File: src/hdl/assert_macros.svh
// Assertion helpers shared by the RTL; every user has clk and rst_n in scope.
`ifndef ASSERT_MACROS_SVH
`define ASSERT_MACROS_SVH

// Property that must hold on every clock edge out of reset.
`define ASSERT_ALWAYS(label, expr) \
    label: assert property (@(posedge clk) disable iff (!rst_n) (expr)) \
        else $error("assertion failed");

// Same-cycle implication.
`define ASSERT_IMPL(label, ante, cons) \
    label: assert property (@(posedge clk) disable iff (!rst_n) (ante) |-> (cons)) \
        else $error("assertion failed");

// Next-cycle implication.
`define ASSERT_NEXT(label, ante, cons) \
    label: assert property (@(posedge clk) disable iff (!rst_n) (ante) |=> (cons)) \
        else $error("assertion failed");

`endif

File: src/hdl/udp_dd_pkg.sv
`timescale 1ns / 1ps

package udp_dd_pkg;

    localparam logic [15:0] FRAME_TYPE_IP4  = 16'h0800;
    localparam logic [7:0]  PROTO_NUM_UDP   = 8'd17;
    localparam logic [3:0]  HDR_WORDS_MASK  = 4'hF;
    localparam int unsigned HDR_WORD_BYTES  = 4;
    localparam int unsigned ETH_HDR_BYTES   = 14;
    localparam int unsigned UDP_HDR_BYTES   = 8;

    localparam logic [1:0] OP_PACKET   = 2'd0;
    localparam logic [1:0] OP_ADD      = 2'd1;
    localparam logic [1:0] OP_REMOVE   = 2'd2;
    localparam logic [1:0] OP_RESERVED = 2'd3;

    localparam logic [2:0] ACT_DISPATCH  = 3'd0;
    localparam logic [2:0] ACT_TO_SENDER = 3'd1;
    localparam logic [2:0] ACT_NOT_IPV4  = 3'd2;
    localparam logic [2:0] ACT_NOT_UDP   = 3'd3;
    localparam logic [2:0] ACT_ADDED     = 3'd4;
    localparam logic [2:0] ACT_FULL      = 3'd5;
    localparam logic [2:0] ACT_REMOVED   = 3'd6;
    localparam logic [2:0] ACT_ABSENT    = 3'd7;

    typedef struct packed {
        logic [1:0]  opcode;
        logic [15:0] frame_type;
        logic [7:0]  ip_protocol;
        logic [3:0]  header_words;
        logic [15:0] ip_total_length;
        logic [31:0] source_address;
        logic [15:0] source_port;
        logic [31:0] dest_address;
        logic [15:0] dest_port;
        logic [15:0] entry_handle;
        logic [31:0] bind_address;
        logic [15:0] bind_port;
    } request_t;

    typedef struct packed {
        logic [2:0]  action;
        logic [3:0]  slot;
        logic [15:0] dispatch_handle;
        logic [31:0] reply_address;
        logic [15:0] reply_port;
        logic [6:0]  payload_offset;
        logic [15:0] payload_length;
        logic        last;
    } result_t;

    typedef struct packed {
        logic [15:0] handle;
        logic [31:0] address;
        logic [15:0] port;
    } entry_t;

    typedef enum logic [2:0] {
        ST_IDLE,
        ST_DECODE,
        ST_SCAN_RD,
        ST_SCAN_CMP,
        ST_FINISH,
        ST_REMOVE_WR
    } ctrl_state_t;

    typedef struct packed {
        logic       load;
        logic       idx_init;
        logic       idx_dec;
        logic       rd;
        logic       cap_last;
        logic       pend_load;
        logic       wr_add;
        logic       wr_remove;
        logic       emit;
        logic [2:0] act;
        logic       last;
    } dp_cmd_t;

    typedef struct packed {
        logic [1:0] opcode;
        logic       is_ipv4;
        logic       is_udp;
        logic       full;
        logic       count_zero;
        logic       match;
        logic       idx_zero;
        logic       pend_valid;
    } dp_status_t;

endpackage

File: src/hdl/udp_dd_ctrl.sv
`timescale 1ns / 1ps

module udp_dd_ctrl
(
    input  logic                  clk,
    input  logic                  rst_n,
    input  logic                  start,
    output logic                  busy,
    input  udp_dd_pkg::dp_status_t status,
    output udp_dd_pkg::dp_cmd_t    cmd
);

    `include "assert_macros.svh"

    udp_dd_pkg::ctrl_state_t state_reg;
    udp_dd_pkg::ctrl_state_t state_next;

    always_ff @(posedge clk or negedge rst_n)
    begin
        if (!rst_n)
        begin
            state_reg <= udp_dd_pkg::ST_IDLE;
        end
        else
        begin
            state_reg <= state_next;
        end
    end

    always_comb
    begin
        state_next = state_reg;
        unique case (state_reg)
            udp_dd_pkg::ST_IDLE:
            begin
                if (start)
                begin
                    state_next = udp_dd_pkg::ST_DECODE;
                end
            end
            udp_dd_pkg::ST_DECODE:
            begin
                state_next = udp_dd_pkg::ST_IDLE;
                if (status.opcode == udp_dd_pkg::OP_PACKET && status.is_ipv4
                    && status.is_udp && !status.count_zero)
                begin
                    state_next = udp_dd_pkg::ST_SCAN_RD;
                end
                else if (status.opcode == udp_dd_pkg::OP_REMOVE && !status.count_zero)
                begin
                    state_next = udp_dd_pkg::ST_SCAN_RD;
                end
            end
            udp_dd_pkg::ST_SCAN_RD:
            begin
                state_next = udp_dd_pkg::ST_SCAN_CMP;
            end
            udp_dd_pkg::ST_SCAN_CMP:
            begin
                if (status.opcode == udp_dd_pkg::OP_REMOVE)
                begin
                    if (status.match)
                    begin
                        state_next = udp_dd_pkg::ST_REMOVE_WR;
                    end
                    else if (status.idx_zero)
                    begin
                        state_next = udp_dd_pkg::ST_IDLE;
                    end
                    else
                    begin
                        state_next = udp_dd_pkg::ST_SCAN_RD;
                    end
                end
                else
                begin
                    state_next = status.idx_zero ? udp_dd_pkg::ST_FINISH
                                                 : udp_dd_pkg::ST_SCAN_RD;
                end
            end
            udp_dd_pkg::ST_FINISH:
            begin
                state_next = udp_dd_pkg::ST_IDLE;
            end
            udp_dd_pkg::ST_REMOVE_WR:
            begin
                state_next = udp_dd_pkg::ST_IDLE;
            end
            default:
            begin
                state_next = udp_dd_pkg::ST_IDLE;
            end
        endcase
    end

    always_comb
    begin
        cmd  = '0;
        busy = (state_reg != udp_dd_pkg::ST_IDLE);
        unique case (state_reg)
            udp_dd_pkg::ST_IDLE:
            begin
                cmd.load = start;
            end
            udp_dd_pkg::ST_DECODE:
            begin
                unique case (status.opcode)
                    udp_dd_pkg::OP_PACKET:
                    begin
                        if (!status.is_ipv4)
                        begin
                            cmd.emit = 1'b1;
                            cmd.act  = udp_dd_pkg::ACT_NOT_IPV4;
                            cmd.last = 1'b1;
                        end
                        else if (!status.is_udp)
                        begin
                            cmd.emit = 1'b1;
                            cmd.act  = udp_dd_pkg::ACT_NOT_UDP;
                            cmd.last = 1'b1;
                        end
                        else if (status.count_zero)
                        begin
                            cmd.emit = 1'b1;
                            cmd.act  = udp_dd_pkg::ACT_TO_SENDER;
                            cmd.last = 1'b1;
                        end
                        else
                        begin
                            cmd.idx_init = 1'b1;
                        end
                    end
                    udp_dd_pkg::OP_ADD:
                    begin
                        cmd.emit   = 1'b1;
                        cmd.last   = 1'b1;
                        cmd.act    = status.full ? udp_dd_pkg::ACT_FULL
                                                 : udp_dd_pkg::ACT_ADDED;
                        cmd.wr_add = !status.full;
                    end
                    udp_dd_pkg::OP_REMOVE:
                    begin
                        if (status.count_zero)
                        begin
                            cmd.emit = 1'b1;
                            cmd.act  = udp_dd_pkg::ACT_ABSENT;
                            cmd.last = 1'b1;
                        end
                        else
                        begin
                            cmd.idx_init = 1'b1;
                        end
                    end
                    udp_dd_pkg::OP_RESERVED:
                    begin
                        cmd.emit = 1'b0;
                    end
                    default:
                    begin
                        cmd.emit = 1'b0;
                    end
                endcase
            end
            udp_dd_pkg::ST_SCAN_RD:
            begin
                cmd.rd = 1'b1;
            end
            udp_dd_pkg::ST_SCAN_CMP:
            begin
                cmd.cap_last = 1'b1;
                if (status.opcode == udp_dd_pkg::OP_REMOVE)
                begin
                    if (!status.match && status.idx_zero)
                    begin
                        cmd.emit = 1'b1;
                        cmd.act  = udp_dd_pkg::ACT_ABSENT;
                        cmd.last = 1'b1;
                    end
                    cmd.idx_dec = !status.match && !status.idx_zero;
                end
                else
                begin
                    // a new match releases the one held back, which is then not the last
                    cmd.pend_load = status.match;
                    cmd.emit      = status.match && status.pend_valid;
                    cmd.act       = udp_dd_pkg::ACT_DISPATCH;
                    cmd.idx_dec   = !status.idx_zero;
                end
            end
            udp_dd_pkg::ST_FINISH:
            begin
                cmd.emit = 1'b1;
                cmd.last = 1'b1;
                cmd.act  = status.pend_valid ? udp_dd_pkg::ACT_DISPATCH
                                             : udp_dd_pkg::ACT_TO_SENDER;
            end
            udp_dd_pkg::ST_REMOVE_WR:
            begin
                cmd.wr_remove = 1'b1;
                cmd.emit      = 1'b1;
                cmd.act       = udp_dd_pkg::ACT_REMOVED;
                cmd.last      = 1'b1;
            end
            default:
            begin
                cmd.emit = 1'b0;
            end
        endcase
    end

    `ASSERT_NEXT(a_accept_decodes, start && !busy, state_reg == udp_dd_pkg::ST_DECODE)
    `ASSERT_IMPL(a_write_needs_scan, cmd.wr_remove, $past(state_reg) == udp_dd_pkg::ST_SCAN_CMP)
    `ASSERT_NEXT(a_finish_idles, state_reg == udp_dd_pkg::ST_FINISH, !busy)

endmodule

File: src/hdl/udp_dd_datapath.sv
`timescale 1ns / 1ps

module udp_dd_datapath
#(
    parameter int TABLE_DEPTH = 16
)
(
    input  logic                   clk,
    input  logic                   rst_n,
    input  udp_dd_pkg::request_t   request,
    input  udp_dd_pkg::dp_cmd_t    cmd,
    output udp_dd_pkg::dp_status_t status,
    output udp_dd_pkg::result_t    result,
    output logic                   result_strobe
);

    `include "assert_macros.svh"

    localparam int CW = $clog2(TABLE_DEPTH + 1);
    localparam int IW = (TABLE_DEPTH > 1) ? $clog2(TABLE_DEPTH) : 1;

    udp_dd_pkg::entry_t mem [TABLE_DEPTH];

    udp_dd_pkg::request_t request_reg;
    udp_dd_pkg::entry_t   rd_data_reg;
    udp_dd_pkg::entry_t   last_entry_reg;
    udp_dd_pkg::result_t  result_reg;
    udp_dd_pkg::result_t  result_next;
    logic [CW-1:0]        count_reg;
    logic [CW-1:0]        count_next;
    logic [CW-1:0]        count_m1;
    logic [IW-1:0]        idx_reg;
    logic [IW-1:0]        idx_next;
    logic                 pend_valid_reg;
    logic [3:0]           pend_slot_reg;
    logic [15:0]          pend_handle_reg;
    logic                 strobe_reg;

    logic                 wr_en;
    logic [IW-1:0]        wr_addr;
    udp_dd_pkg::entry_t   wr_data;
    logic [IW+3:0]        idx_wide;
    logic [IW+3:0]        cnt_wide;
    logic [3:0]           hw;
    logic [6:0]           ip_hdr;
    logic [6:0]           overhead;
    logic [6:0]           offset;
    logic [15:0]          length;

    assign count_m1 = count_reg - CW'(1);
    assign idx_wide = {4'b0000, idx_reg};
    assign cnt_wide = {4'b0000, count_reg[IW-1:0]};

    assign hw       = request_reg.header_words & udp_dd_pkg::HDR_WORDS_MASK;
    assign ip_hdr   = 7'(7'(hw) * 7'(udp_dd_pkg::HDR_WORD_BYTES));
    assign overhead = ip_hdr + 7'(udp_dd_pkg::UDP_HDR_BYTES);
    assign offset   = overhead + 7'(udp_dd_pkg::ETH_HDR_BYTES);
    assign length   = (request_reg.ip_total_length > {9'b0, overhead})
                    ? request_reg.ip_total_length - {9'b0, overhead} : 16'd0;

    always_comb
    begin
        wr_en   = cmd.wr_add | cmd.wr_remove;
        wr_addr = cmd.wr_add ? count_reg[IW-1:0] : idx_reg;
        wr_data = last_entry_reg;
        if (cmd.wr_add)
        begin
            wr_data.handle  = request_reg.entry_handle;
            wr_data.address = request_reg.bind_address;
            wr_data.port    = request_reg.bind_port;
        end
    end

    always_ff @(posedge clk)
    begin
        if (wr_en)
        begin
            mem[wr_addr] <= wr_data;
        end
        if (cmd.rd)
        begin
            rd_data_reg <= mem[idx_reg];
        end
    end

    always_comb
    begin
        count_next = count_reg;
        if (cmd.wr_add)
        begin
            count_next = count_reg + CW'(1);
        end
        else if (cmd.wr_remove)
        begin
            count_next = count_m1;
        end
        idx_next = idx_reg;
        if (cmd.idx_init)
        begin
            idx_next = count_m1[IW-1:0];
        end
        else if (cmd.idx_dec)
        begin
            idx_next = idx_reg - IW'(1);
        end
    end

    always_ff @(posedge clk or negedge rst_n)
    begin
        if (!rst_n)
        begin
            count_reg      <= '0;
            pend_valid_reg <= 1'b0;
            strobe_reg     <= 1'b0;
        end
        else
        begin
            count_reg  <= count_next;
            strobe_reg <= cmd.emit;
            if (cmd.load)
            begin
                pend_valid_reg <= 1'b0;
            end
            else if (cmd.pend_load)
            begin
                pend_valid_reg <= 1'b1;
            end
        end
    end

    always_ff @(posedge clk)
    begin
        idx_reg <= idx_next;
        if (cmd.load)
        begin
            request_reg <= request;
        end
        if (cmd.pend_load)
        begin
            pend_slot_reg   <= idx_wide[3:0];
            pend_handle_reg <= rd_data_reg.handle;
        end
        // the first entry read on a remove is the top one, kept to fill the hole
        if (cmd.cap_last && idx_reg == count_m1[IW-1:0])
        begin
            last_entry_reg <= rd_data_reg;
        end
        if (cmd.emit)
        begin
            result_reg <= result_next;
        end
    end

    always_comb
    begin
        result_next        = '0;
        result_next.action = cmd.act;
        result_next.last   = cmd.last;
        case (cmd.act)
            udp_dd_pkg::ACT_DISPATCH:
            begin
                result_next.slot            = pend_slot_reg;
                result_next.dispatch_handle = pend_handle_reg;
                result_next.reply_address   = request_reg.source_address;
                result_next.reply_port      = request_reg.source_port;
                result_next.payload_offset  = offset;
                result_next.payload_length  = length;
            end
            udp_dd_pkg::ACT_TO_SENDER:
            begin
                result_next.reply_address  = request_reg.source_address;
                result_next.reply_port     = request_reg.source_port;
                result_next.payload_offset = offset;
                result_next.payload_length = length;
            end
            udp_dd_pkg::ACT_ADDED:
            begin
                result_next.slot = cnt_wide[3:0];
            end
            udp_dd_pkg::ACT_REMOVED:
            begin
                result_next.slot = idx_wide[3:0];
            end
            default:
            begin
                result_next.slot = 4'd0;
            end
        endcase
    end

    always_comb
    begin
        status            = '0;
        status.opcode     = request_reg.opcode;
        status.is_ipv4    = (request_reg.frame_type == udp_dd_pkg::FRAME_TYPE_IP4);
        status.is_udp     = (request_reg.ip_protocol == udp_dd_pkg::PROTO_NUM_UDP);
        status.full       = (count_reg == CW'(TABLE_DEPTH));
        status.count_zero = (count_reg == '0);
        status.idx_zero   = (idx_reg == '0);
        status.pend_valid = pend_valid_reg;
        if (request_reg.opcode == udp_dd_pkg::OP_REMOVE)
        begin
            status.match = (rd_data_reg.handle == request_reg.entry_handle);
        end
        else
        begin
            status.match = (rd_data_reg.address == request_reg.dest_address)
                        && (rd_data_reg.port == request_reg.dest_port);
        end
    end

    assign result        = result_reg;
    assign result_strobe = strobe_reg;

    `ASSERT_ALWAYS(a_count_bound, count_reg <= CW'(TABLE_DEPTH))
    `ASSERT_IMPL(a_single_last, strobe_reg && result_reg.action != udp_dd_pkg::ACT_DISPATCH, result_reg.last)
    `ASSERT_NEXT(a_remove_shrinks, cmd.wr_remove, count_reg == $past(count_m1))

endmodule

File: src/hdl/udp_dd_top.sv
// UDP destination demultiplexer. Drive a transaction on request with start while busy is
// low; an add appends an endpoint, a remove deletes one by handle (the top entry fills its
// slot), and a UDP header gives one dispatch result per matching endpoint, highest slot
// first, or a single to-sender result when none match. Results come out on result with a
// one-cycle result_strobe, the final one of a transaction flagged by last; the receiver
// cannot stall, so it must take every strobe. The table sits in a memory with separate read
// and write addresses, each entry read in one state and compared in the next. On an add, a
// non-UDP header or an empty table busy covers only decode; a UDP header scans every entry,
// a remove down to the matching handle. Each result appears the cycle after it is formed.
`timescale 1ns / 1ps

module udp_destination_demux_top
#(
    parameter int TABLE_DEPTH = 16
)
(
    input  logic                 clk,
    input  logic                 rst_n,
    input  logic                 start,
    output logic                 busy,
    input  udp_dd_pkg::request_t request,
    output udp_dd_pkg::result_t  result,
    output logic                 result_strobe
);

    udp_dd_pkg::dp_cmd_t    cmd;
    udp_dd_pkg::dp_status_t status;

    udp_dd_ctrl u_ctrl
    (
        .clk    (clk),
        .rst_n  (rst_n),
        .start  (start),
        .busy   (busy),
        .status (status),
        .cmd    (cmd)
    );

    udp_dd_datapath
    #(
        .TABLE_DEPTH (TABLE_DEPTH)
    )
    u_datapath
    (
        .clk           (clk),
        .rst_n         (rst_n),
        .request       (request),
        .cmd           (cmd),
        .status        (status),
        .result        (result),
        .result_strobe (result_strobe)
    );

endmodule
File: config.mk
export PLATFORM = sky130hd
export DESIGN_NAME = udp_destination_demux_top
export DESIGN_NICKNAME = d
export VERILOG_FILES = /design/src/hdl/udp_dd_pkg.sv /design/src/hdl/udp_dd_ctrl.sv /design/src/hdl/udp_dd_datapath.sv /design/src/hdl/udp_dd_top.sv
export VERILOG_INCLUDE_DIRS = /design/src /design/src/hdl
export SDC_FILE = /design/constraint.sdc
export NUM_CORES = 1
export LEC_CHECK = 0
export BUFFER_PORTS_ARGS = -buffer_cell sky130_fd_sc_hd__buf_4
export CORE_MARGIN = 2
export CORE_UTILIZATION = 55
export DETAILED_ROUTE_END_ITERATION = 10
export PLACE_DENSITY = 0.76
export SYNTH_ARGS = -nofsm -noshare
export SYNTH_HDL_FRONTEND = slang
export SYNTH_SLANG_ARGS = --single-unit
File: constraint.sdc
create_clock -name clk -period 10.3 [get_ports clk]
set_input_delay 1.545 -clock clk [delete_from_list [all_inputs] [get_ports clk]]
set_output_delay 1.545 -clock clk [all_outputs]
set_load 0.01 [all_outputs]
==> results of run 1 <==
-- per-stage QoR --
stage / total power [mW] / utilization, % / cells
after floorplan: 9.764 / - / 2506
after CTS: 15.95 / 64.26 / 4371
final: 15.85 / 64.26 / 4371
after global placement: 10.63 / 59.58 / 4102
after global routing: 16.38 / 64.26 / 4371
after detailed placement: 10.74 / 59.58 / 4102
-- power by group --
part | switching, mW | total [mW] | internal (mW) | leakage (nW)
combinational | 1.66 | 2.86 | 1.20 | 5.31
clock | 2.23 | 5.21 | 2.98 | 2.30
sequential | 0.268 | 7.78 | 7.51 | 13.5
total | 4.16 | 15.9 | 11.7 | 21.1
-- Yosys cell counts (2+ instances only) --
cell type	instances	area [sq um]
mux4_2	320	7207
nand2_1	210	788.3
buf_4	3	22.52
nor3_1	12	60.06
nor4b_2	2	30.03
inv_1	16	60.06
buf_6	2	22.52
o221ai_1	3	26.28
a31oi_1	4	25.02
nor4b_1	2	17.52
nor4_1	11	68.82
and2b_1	2	15.01
buf_2	32	160.2
nand4_1	14	87.58
a21oi_1	12	60.06
a221o_1	4	40.04
xnor2_1	66	578.1
nor2_1	48	180.2
ha_1	14	175.2
nand2b_1	3	18.77
and2_1	56	350.3
a2111oi_1	3	30.03
or3_1	4	25.02
nor2b_1	4	25.02
nand3_2	2	20.02
mux2i_1	2	20.02
buf_1	7	26.28
xor2_1	25	219.0
a21o_1	2	15.01
and3_1	18	112.6
edfxtp_1	1476	44320
clkbuf_1	65	244.0
nand3_1	10	50.05
dfrtp_1	10	250.2
or4_1	2	15.01
nor3b_1	5	37.54
o21ai_0	7	35.03
a32oi_1	2	17.52
-- placed cells by master (no fill, tap or decap), drive strengths merged, types with 14 or more instances in the layout --
| cell type | netlist | final |
|---|---|---|
| buf | 44 | 348 |
| clkinv | 0 | 65 |
| nor2 | 48 | 48 |
| mux4 | 320 | 320 |
| and3 | 18 | 18 |
| ha | 14 | 14 |
| nand2 | 211 | 211 |
| clkbuf | 65 | 187 |
| and2 | 58 | 58 |
| inv | 16 | 19 |
| edfxtp | 1476 | 1476 |
| xor2 | 25 | 25 |
| xnor2 | 66 | 66 |
| nand4 | 14 | 14 |
-- routing by layer --
layer | global-route usage (%) | wire length, microns | vias to the layer above
met5 | 0 | 0 | -
met4 | 6.833 | 2811 | 0
met3 | 4.904 | 12610 | 208
met2 | 40.74 | 63280 | 1726
met1 | 34.72 | 48870 | 14050
li1 | - | - | 11030
-- logic make-up after synthesis --
| logic type | after synthesis |
|---|---|
| AOI/OAI and AO/OA | 53 |
| xor gates and xnor gates | 91 |
| adders and majority gates | 15 |
| buffers and inverters | 125 |
| DFF | 1486 |
| muxes | 322 |
| other | 1 |
| and+or+nand+nor | 413 |
-- worst min-delay path by stage --
stage	from	end	slack, ns
3_3_place_gp	u_datapath.rd_data_reg[31]	u_datapath.last_entry_reg[31]	0.45
2_1_floorplan	u_datapath.idx_reg[0]	u_datapath.pend_slot_reg[0]	0.42
3_5_place_dp	u_datapath.rd_data_reg[38]	u_datapath.last_entry_reg[38]	0.46
4_1_cts	u_datapath.rd_data_reg[23]	u_datapath.last_entry_reg[23]	0.48
5_1_grt	u_datapath.rd_data_reg[23]	u_datapath.last_entry_reg[23]	0.49
6_report	u_datapath.rd_data_reg[47]	u_datapath.last_entry_reg[47]	0.48
-- area by class of cell --
class	count	area, sq um	share of cell area (%)
Multi-Input combinational cell	895	10770	16.71
Timing Repair Buffer	348	2650	4.112
Clock buffer	187	3955	6.137
Inverter	16	60.06	0.09319
Clock inverter	82	739.5	1.147
Tap cell	1357	1698	2.635
Sequential cell	1486	44570	69.16
==> out/results.tsv, run 1 <==
metric	value	unit
outcome	finished, final reports clean	
Final HPWL DP	68.45	mm
Net Count, Synth	2730	
synthesized flop and latch total	1486	
Max transition margin	23.59	%
# fillers	6289	
Reg clk slew, reported paths	0.06	ns
unrepaired setup endpoints after global routing	no	
Post-Syn Area per Cell	22.24	sq um
Pins Over Slew Limit	0	
number of distinct library cells after synthesis	64	
PD cells	246.0	mW/mm^2
CTS Sinks	1486	
Critical Path Stages	7	
Num CTS Buffers	147	
first-pass GRT wire length	185.6	mm
hold_buf cts	0	
max reg flops	1024	
share of cells above drive strength 1	30.26	%
die width	322.3	microns
setup slack at placement	5.291	ns
Synth Area in Compound Gates	0.7432	%
Critical Path Start Type	flip-flop	
largest net degree at the start of global routing	162	
sequential share of the synthesized area	79.99	%
buffer count from post-CTS setup fixing	0	
ANT nets after route	0	
adder-cell share of the synthesized area	0.3503	%
Peak VDD IR	0.1583	mV
Pleak	21.13	nW
FP Rows	116	
max cap viols	0	
CP max-delay cell	nor2_4	
Pre-Repair DR Iteration Count	7	
IO buf count	304	
Netlist Area Pre-Place	0.05572	sq mm
CP endpoint kind	flip-flop	
die area	0.1039	sq mm
number of global-route vias before repair	27640	
RR Endpoint	u_datapath.mem[7][31]	
drt wl/cell	29.19	microns
r2r worst-path depth	7	
PnR worst setup slack	5.126	ns
n_diodes	0	
tightest hold margin	0.4754	ns
die height	322.3	microns
crit path to	u_datapath.mem[7][31]	
Worst Hold Depth	0	
minimum clock period	5.174	ns
total grt overflow	0	
simple-gate share of the synthesized area	3.548	%
Layout area overhead	15.65	%
area share of xor/xnor cells in the synthesized design	1.430	%
DP Area	0.05975	sq mm
initial antenna violation count	0	
Fmax	193.3	MHz
Worst path top cell family by delay	simple AND/OR/NAND/NOR gates	
fraction of registers with async set or reset after synthesis	0.6729	%
final setup vio count	0	
root buffer cell	clkbuf_16	
Longest Clk Path Bufs	3	
reg2reg start	u_ctrl.state_reg[2]	
CP max stage delay	1.01	ns
most frequent CP cell	buf_4	
period utilization	50.23	%
Crit Path Max Fanout	46	
Post-CTS Resized	0	
Design Area, Final	0.06444	sq mm
CP Class	flip-flop to flip-flop	
Mapped Cells	2506	
final weighted congestion in routability-driven placement	0.8398	
CTS tree	built	
worst skew pair latency	0.75	ns
worst slew pin tran	1.136	ns
Critical path buffers and inverters	2	
mux cell area share after synthesis	12.97	%
via count	27010	
Critical Path, Cell by Cell	nor3b_1, and2_1, and2_4, buf_4, a32oi_1, nor2_4, buf_4	
top_reg_cell synth	edfxtp_1	
Top-Level Pins	306	
largest family of logic cells by synthesized area	multiplexers	
hold crit path type	flip-flop to flip-flop	
vias per inst	6.179	
Core Region	0.1003	sq mm
All-Layer GR Usage	24.88	%
final hold vios	0	
Setup TNS	0	ns
Initial Util	55.56	%
EDFF count, synth	1476	
Worst EP required	10.66	ns
H-tree levels	4	
Clock Skews	0.03283	ns
wirelength, routed	127.6	mm
Detailed Route Iter0 Violations	3774	
critical path arrival	5.53	ns
Ys Warns	0	
drt drc	0	
Setup crit start	u_ctrl.state_reg[2]	
r2r setup slk	5.13	ns
Nets	3118	
(Power assumes the default switching activity.)
==> run 2: changes to the inputs <==
--- a/config.mk
+++ b/config.mk
@@ -10,7 +10,7 @@
 export CORE_MARGIN = 2
 export CORE_UTILIZATION = 55
 export DETAILED_ROUTE_END_ITERATION = 10
-export PLACE_DENSITY = 0.76
+export PLACE_DENSITY = 0.73
 export SYNTH_ARGS = -nofsm -noshare
 export SYNTH_HDL_FRONTEND = slang
 export SYNTH_SLANG_ARGS = --single-unit
==> constraint.sdc (replaced) <==
create_clock -name clk -period 4.8 [get_ports clk]
set_input_delay 0.72 -clock clk [delete_from_list [all_inputs] [get_ports clk]]
set_output_delay 0.72 -clock clk [all_outputs]
set_load 0.01 [all_outputs]
==> run 2 against run 1 <==
Sequential cell count stayed put. Worst setup slack worse by 4.1 ns. Non-clock buffer count increased by 14. Die area did not move. Sequential share of layout area down 0.72 points. Critical endpoint is now u_datapath.mem[12][46]. Largest cell class unchanged. Largest power group unchanged.
==> out/results.tsv, run 2 (synthesis gave the netlist of run 1 again) <==
metric	value	unit
largest net degree at the start of global routing	125	
CP Class	flip-flop to flip-flop	
drt wl/cell	28.87	microns
Num CTS Buffers	149	
commonest non-fill, non-tap cell in the layout	edfxtp_1	
Crit Path Max Fanout	36	
crit path to	u_datapath.mem[12][46]	
DP Area	0.06013	sq mm
via count	26900	
ANT nets after route	0	
routed wl met3	11.87	mm
Max transition margin	26.95	%
Clock Skews	0.04445	ns
root buffer cell	clkbuf_16	
Design Area, Final	0.06512	sq mm
WL met1	50.14	mm
Layout area overhead	16.86	%
r2r setup slk	0.98	ns
FP Rows	116	
wirelength, routed	126.6	mm
n_diodes	0	
number of global-route vias before repair	27530	
H-tree levels	4	
drt drc	0	
period utilization	79.60	%
CP endpoint kind	flip-flop	
PD cells	531.8	mW/mm^2
die height	322.3	microns
Fmax	261.7	MHz
PnR worst setup slack	0.9794	ns
share of cells above drive strength 1	30.72	%
initial antenna violation count	0	
Pre-Repair DR Iteration Count	5	
die width	322.3	microns
Worst EP required	5.17	ns
RR Endpoint	u_datapath.mem[12][46]	
Detailed Route Iter0 Violations	3427	
Top-Level Pins	306	
Nets	3134	
first-pass GRT wire length	183.4	mm
most frequent cells in the layout	edfxtp_1 (1476), buf_4 (340), mux4_2 (320), nand2_1 (209), clkbuf_16 (152)	
CTS tree	built	
hold crit path type	input port to flip-flop	
Final HPWL DP	69.92	mm
Critical Path Start Type	flip-flop	
Reg clk slew, reported paths	0.06	ns
Initial Util	55.56	%
worst slew pin tran	1.091	ns
Longest Clk Path Bufs	3	
highest metal used	met4	
minimum clock period	3.821	ns
Core Region	0.1003	sq mm
final weighted congestion in routability-driven placement	0.8355	
outcome	finished, final reports clean	
Pleak	21.38	nW
Worst Hold Depth	1	
All-Layer GR Usage	24.56	%
Post-CTS Resized	0	
unrepaired setup endpoints after global routing	no	
total grt overflow	0	
met2 wire length	61.30	mm
setup slack at placement	1.044	ns
r2r worst-path depth	7	
worst skew pair latency	0.77	ns
Peak VDD IR	0.3516	mV
vias per inst	6.135	
max reg flops	1024	
final setup vio count	0	
critical path arrival	4.19	ns
die area	0.1039	sq mm
Setup crit start	u_datapath.count_reg[0]	
max cap viols	0	
Pins Over Slew Limit	0	
reg2reg start	u_datapath.count_reg[0]	
CTS Sinks	1486	
IO buf count	304	
final hold vios	0	
[run 2: worst min path at each step]
stage,from,end,slack [ns]
after floorplan,rst_n,u_ctrl.state_reg[0],0.42
after global placement,u_datapath.rd_data_reg[30],u_datapath.last_entry_reg[30],0.45
after detailed placement,u_datapath.rd_data_reg[46],u_datapath.last_entry_reg[46],0.46
after CTS,request[68],u_datapath.request_reg[68],0.08
after global routing,request[29],u_datapath.request_reg[29],0.1
final,request[33],u_datapath.request_reg[33],0.13
[run 2: critical path: stages, from the launching register on]
cell	delay [ns]
dfrtp_1	0.50
inv_1	0.24
ha_1	0.26
nand3_1	0.19
nand2_4	0.49
o221ai_1	0.56
a2111oi_4	0.51
buf_4	0.67
[run 2: cell type report]
| class | instances | area (sq um) |
|---|---|---|
| clock buffer | 177 | 3897 |
| clock inverter | 91 | 1085 |
| fill | 6322 | 35170 |
| inverter | 16 | 60.06 |
| multi-input combinational | 895 | 10820 |
| sequential | 1486 | 44570 |
| tap | 1357 | 1698 |
| timing repair buffer | 362 | 2983 |
[run 2: repair_timing]
action | in CTS | in global routing
setup endpoints to repair | 0 | 0
buffers inserted | 0 | 0
endpoints found under the hold margin | 10 | 0
hold buffers | 1 | 0
[run 2: per-layer routing]
metal	GRT usage, %	vias up
met1	34.73	14160
met4	7.674	0
met2	38.96	1453
met5	0	-
li1	-	11080
met3	5.274	214
[run 2: where the power goes]
group	switching [mW]	internal (mW)
sequential	0.570	16.1
combinational	3.56	2.62
clock	4.91	6.88
[run 2: stage by stage]
stage               total power, mW  std cells  hold slack (ns)  utilization [%]  TNS [ns]
global route                  35.76       4384          0.09864            64.93         0
global placement              22.89       4115           0.4514            59.95         0
floorplan                     20.92       2506           0.4244                -    -65.51
detailed placement            23.09       4115           0.4567            59.95         0
CTS                           34.83       4384          0.08406            64.93         0
finish                        34.63       4384           0.1287            64.93         0
